[config.mk]
export PLATFORM = sky130hd
export DESIGN_NAME = zbsf_ctrl
export DESIGN_NICKNAME = d
export VERILOG_FILES = /design/src/design/zbsf_pkg.sv /design/src/design/zbsf_ctrl.sv
export SDC_FILE = /design/constraint.sdc
export NUM_CORES = 1
export LEC_CHECK = 0
export ABC_AREA = 1
export BUFFER_PORTS_ARGS = -buffer_cell sky130_fd_sc_hd__buf_2
export CAP_MARGIN = 20
export CORE_AREA = 2 2 39 41
export DETAILED_ROUTE_END_ITERATION = 8
export DIE_AREA = 0 0 41 43
export PLACE_DENSITY = 0.63
export SYNTH_ARGS = -nofsm -noshare
export SYNTH_HDL_FRONTEND = slang
export SYNTH_SLANG_ARGS = --single-unit
[constraint.sdc]
create_clock -name i_clk -period 1.4 [get_ports i_clk]
set_clock_uncertainty 0.1 [all_clocks]
set_input_delay 0.21 -clock i_clk [delete_from_list [all_inputs] [get_ports i_clk]]
set_output_delay 0.21 -clock i_clk [all_outputs]
set_load 0.005 [all_outputs]
[src/design/zbsf_pkg.sv]
`timescale 1ns / 1ps
package zbsf_pkg;
    localparam int FB_WIDTH   = 256;
    localparam int FB_HEIGHT  = 256;
    localparam int FB_SIZE    = FB_WIDTH * FB_HEIGHT;
    localparam int FB_AW      = $clog2(FB_SIZE);
    localparam int TEX_LOG    = 6;
    localparam int TEX_AW     = 2 * TEX_LOG;
    localparam int PIXEL_BITS = 32;

    typedef enum logic [2:0] {
        OP_CLEAR    = 3'd0,
        OP_TEXEL    = 3'd1,
        OP_FLAT     = 3'd2,
        OP_TEXTURED = 3'd3,
        OP_READ     = 3'd4
    } t_op;

    localparam logic CFG_WIDTH  = 1'b0;
    localparam logic CFG_HEIGHT = 1'b1;

    typedef enum logic [2:0] {
        S_IDLE, S_SETUP, S_MUL, S_RUN, S_READ, S_RDWAIT, S_OUT
    } t_state;

    typedef struct packed {
        logic load;
        logic setup;
        logic mul;
        logic step;
        logic clr;
        logic tex_wr;
        logic rd;
        logic capture;
    } t_cmd;

    typedef struct packed {
        logic bad;
        logic last;
    } t_stat;
endpackage

[src/design/zbsf_ctrl.sv]
`timescale 1ns / 1ps
module zbsf_ctrl (
    input  logic            i_clk,
    input  logic            i_rst_n,
    input  logic            i_valid,
    input  logic [2:0]      i_op,
    input  zbsf_pkg::t_stat i_stat,
    input  logic            i_out_ready,
    output logic            o_ready,
    output logic            o_out_valid,
    output zbsf_pkg::t_cmd  o_cmd
);
    import zbsf_pkg::*;
    t_state r_state, n_state;
    t_op    r_op, n_op;

    always_ff @(posedge i_clk) begin
        if (!i_rst_n) begin
            r_state <= S_IDLE;
            r_op    <= OP_CLEAR;
        end else begin
            r_state <= n_state;
            r_op    <= n_op;
        end
    end

    always_comb begin
        n_state = r_state;
        n_op    = r_op;
        o_cmd   = '0;
        o_ready = 1'b0;
        o_out_valid = 1'b0;
        case (r_state)
            S_IDLE: begin
                o_ready = 1'b1;
                if (i_valid) begin
                    o_cmd.load = 1'b1;
                    n_op = t_op'(i_op);
                    n_state = S_SETUP;
                end
            end
            S_SETUP: begin
                o_cmd.setup = 1'b1;
                case (r_op)
                    OP_TEXEL: begin
                        o_cmd.tex_wr = 1'b1;
                        n_state = S_OUT;
                    end
                    OP_CLEAR: n_state = S_RUN;
                    OP_FLAT, OP_TEXTURED: n_state = i_stat.bad ? S_OUT : S_MUL;
                    OP_READ: n_state = i_stat.bad ? S_OUT : S_READ;
                    default: n_state = S_OUT;
                endcase
            end
            S_MUL: begin
                o_cmd.mul = 1'b1;
                n_state = S_RUN;
            end
            S_RUN: begin
                if (r_op == OP_CLEAR) o_cmd.clr = 1'b1;
                else o_cmd.step = 1'b1;
                if (i_stat.last) n_state = S_OUT;
            end
            S_READ: begin
                o_cmd.rd = 1'b1;
                n_state = S_RDWAIT;
            end
            S_RDWAIT: begin
                o_cmd.capture = 1'b1;
                n_state = S_OUT;
            end
            S_OUT: begin
                o_out_valid = 1'b1;
                if (i_out_ready) n_state = S_IDLE;
            end
            default: n_state = S_IDLE;
        endcase
    end

    a_out_only_in_out: assert property (@(posedge i_clk) disable iff (!i_rst_n)
        o_out_valid |-> !o_ready) else $error("valid and ready together");
    a_mul_then_run: assert property (@(posedge i_clk) disable iff (!i_rst_n)
        (r_state == S_MUL) |=> (r_state == S_RUN)) else $error("mul not followed by run");
    a_load_setup: assert property (@(posedge i_clk) disable iff (!i_rst_n)
        o_cmd.load |=> (r_state == S_SETUP)) else $error("load without setup");
endmodule

After elaboration in Yosys (flattened, before gate mapping)
Cells that the tools add are included.

operators by class
  eq/ne operators = 13
  muxes and demuxes = 20
  reduce and logical (&&, ||, !) cells = 5

operators by type and width
  kind                                                 count
  case mux 3 bit (7 select lines)                      1
  equality test 3 x 2 -> 1 bit, second input constant  4
  equality test 3 bit, second input constant           4
  two-way mux 1 bit                                    12
  two-way mux 3 bit                                    4
  case mux 3 bit (3 select lines)                      1
  equality test 3 x 1 -> 1 bit, second input constant  2
  zero test 3 bit                                      2
  != test 2 bit, second input constant                 3
  two-way mux 2 bit                                    2
  AND reduction 3 bit                                  1
  AND reduction 2 bit                                  1
  OR reduction 2 bit                                   1

storage, ports and cells
  flip-flop bits (word level) = 6
  input bits = 9
  output and inout port bits = 10
  logic and storage cells = 40

Logic depth before layout (Yosys ltp)
  depth in word-level cells = 4
  depth in mapped cells = 10
  mapped depth without buffers = 9

Least setup slack after synthesis
OpenSTA, ideal clock, no wires.

  path type = register -> register
  from = register r_state[1]
  to = register r_op[0]
  setup time = 121 ps
  arrival = 948 ps
  data required time = 1,179 ps
  setup slack = 231 ps
  cell stages (with the launch flop) = 6
  path buffers = 1
  period minus slack after synthesis = 1,169 ps
  cell sequence = dfxtp_1 buf_6 nor3_2 nand2_1 o21ai_0 a21oi_1

on the way
  longest elaborated chain between the ends = 2

RTL lines
  what                                  line             source
  start: declaration                    zbsf_ctrl.sv:14  t_state r_state, n_state;
  start signal: assignment              zbsf_ctrl.sv:22  r_state <= n_state;
  zero test 3 bit                       zbsf_ctrl.sv:33  case (r_state)
  AND reduction 2 bit (no source line)  n/a
  end signal: assignment                zbsf_ctrl.sv:23  r_op <= n_op;
  end: declaration                      zbsf_ctrl.sv:15  t_op r_op, n_op;

Every way passes these cells.
A chain may end at the register's enable or synchronous reset.

==> results.txt <==
status: finished clean
CP endpoint kind: primary output
antenna violations before repair: 0
Worst VDD drop: 0.611 mV
nets: 103
fmax: 731 MHz
R2R setup slack: 0.15 ns
crit path capture: o_cmd[7]
H-tree Lvls: 1
Worst-Skew Late Latency: 0.24 ns
Die Wd: 41 um
routability cong.: 0.703
setup TNS: 0 ns
R2R cell count: 8
number of top-level pins: 19
Arrival @ worst endpoint: 1.06 ns
Initial DRC Count: 1
Pwr Density: 1320 nW/um2
syn nets: 79
commonest non-fill, non-tap cell in the layout: buf_2
grt ovf: 0
crit share post-route: 0.978
Remaining DRCs: 0
# rows: 14
Worst Hold Class: primary input to flip-flop
max_cap viols: 0
Crit Path Class: flip-flop to primary output
commonest cells after routing, fill and taps aside: 18 x buf_2, 16 x nand2_1, 12 x nor2_1, 11 x inv_1, 5 x a21oi_1
vias: 468
drt wl/cell: 9.01 um
top-area cell type share of the netlist area: 0.295
Via density: 4.33
Num CTS Buffers: 3
worst path required time: 1.09 ns
Crit Path Max Fanout: 8
count of cell types in the netlist: 16
clock slew at reported path FFs: 0.04 ns
Routed WL: 973 um
layout cells sized above 1: 0.391
Min Clock Period, post-route: 1.37 ns
Syn Area/Cell: 5.81 um2
FF-to-FF Start: r_state[1]$_SDFFE_PN0P_
leading area contributor after synthesis: dfxtp_1
flops & latches, synth: 6
pin slew with the least headroom to its limit: 0.185 ns
GRT Total Usage: 0.135
crit path launch type: flip-flop
WHS: 0.123 ns
CP max stage cell: dfxtp_4
clock sink count: 6
clock root buffer: clkbuf_4
pre-CTS WS: 0.0350 ns
die area: 1760 um2
CP cell instances: nor3_4, nand2_2, inv_1, buf_2
DPL Wire Length: 739 um
Core Area: 1380 um2
final number of hold-violating endpoints: 0
IO buf count: 18
critical path startpoint: r_state[0]$_SDFFE_PN0P_
Final Worst Setup Slack: 0.0313 ns
final setup fails: 0
CP max stage delay: 0.37 ns
Die H: 43 um
Post-Syn Area: 407 um2
RSZ-0062 raised after global routing: true
n_diodes: 0
total number of yosys warnings: 0
deepest clock path buffer count: 2
hold buffers post-CTS: 0
pins over their slew limit: 0
starting density of the core: 0.294
Relative slew margins: 0.876
Post-DRT Antenna Nets: 0
number of global-route vias before repair: 387
top post-synthesis cells by area: dfxtp_1 30%, nand2_1 16%, nor2_1 12%
P_leak: 0.333 nW
register area share after synthesis: 0.295
r2r endpoint: r_state[2]$_SDFFE_PN0P_
CTS tree: yes
Area Growth Syn to Fin: 42.8%
post-route cell area: 581 um2
Synth Instances: 70
largest net degree at the start of global routing: 10
DR pass1 iterations: 2
Layout Utilization: 0.420
Area after DPL: 498 um2
first-pass GRT wire length: 1550 um
==> report_power, final <==
group	switching, mW	internal (mW)
Clock	0.0586	0.0967
Combinational	0.177	0.154
Sequential	0.0651	0.216
==> cell type report <==
| cell class | count | area, um2 |
|---|---|---|
| inverters | 13 | 53.8 |
| flip-flops and latches | 6 | 131 |
| fillers | 149 | 803 |
| multi-input cells | 49 | 240 |
| clock buffers | 3 | 22.5 |
| repair buffers | 21 | 113 |
| well taps | 16 | 20.0 |
==> sequential cells by signal, summed over array words and instances, names as in the netlist <==
signal / flops
r_op: 3
r_state: 3
==> layer usage <==
layer,up-vias,wire [um],global-route usage
li1,261,-,-
met1,187,467,0.177
met2,16,404,0.172
met3,4,64,0.0314
met4,0,38,0.120
met5,-,0,0
==> worst min-delay path by stage <==
stage,startpoint,to,depth (start not counted)
floorplan,i_rst_n,r_state[1]$_SDFFE_PN0P_,2
global placement,r_op[0]$_SDFFE_PN0P_,r_op[0]$_SDFFE_PN0P_,2
detailed placement,i_rst_n,r_state[1]$_SDFFE_PN0P_,3
CTS,i_rst_n,r_state[1]$_SDFFE_PN0P_,3
global route,i_rst_n,r_state[1]$_SDFFE_PN0P_,3
finish,i_rst_n,r_state[1]$_SDFFE_PN0P_,3
==> cell families (layout without fill, tap and decap cells) <==
kind of cell | Yosys count | after routing | share of synthesized area
flops | 6 | 6 | 0.295
simple gates | 41 | 41 | 0.440
compound gates | 8 | 8 | 0.0984
buf+inv | 15 | 37 | 0.166
==> worst max-delay path, delay by kind of cell, from the launching register on <==
| family | cells | cell delay [ns] |
|---|---|---|
| DFF | 1 | 0.37 |
| buffers and inverters | 2 | 0.15 |
| and+or+nand+nor | 2 | 0.30 |
==> cells in the mapped netlist <==
cell and instances:
nand2_1 17, nor2_1 13, inv_1 12, dfxtp_1 6, a21oi_1 5, nand3_1 4, o21ai_0 3, nor3_1 2
buf_4 1, buf_6 1, inv_2 1, nand2_2 1, nand3b_1 1, nand4_1 1, nor2_2 1, nor3_2 1
==> per-stage QoR <==
| stage | total power [mW] | std cells |
|---|---|---|
| CTS | 0.721 | 106 |
| global placement | 0.538 | 102 |
| floorplan | 0.463 | 70 |
| global route | 0.833 | 108 |
| detailed placement | 0.536 | 102 |
| finish | 0.768 | 108 |
==> what timing repair did <==
item | in CTS | in global routing
cloned | 0 | 0
pin swaps | 1 | 2
buffers inserted | 1 | 2
endpoints found under the setup margin | 7 | 5
gates resized for setup | 7 | 7
(Power assumes the default switching activity.)
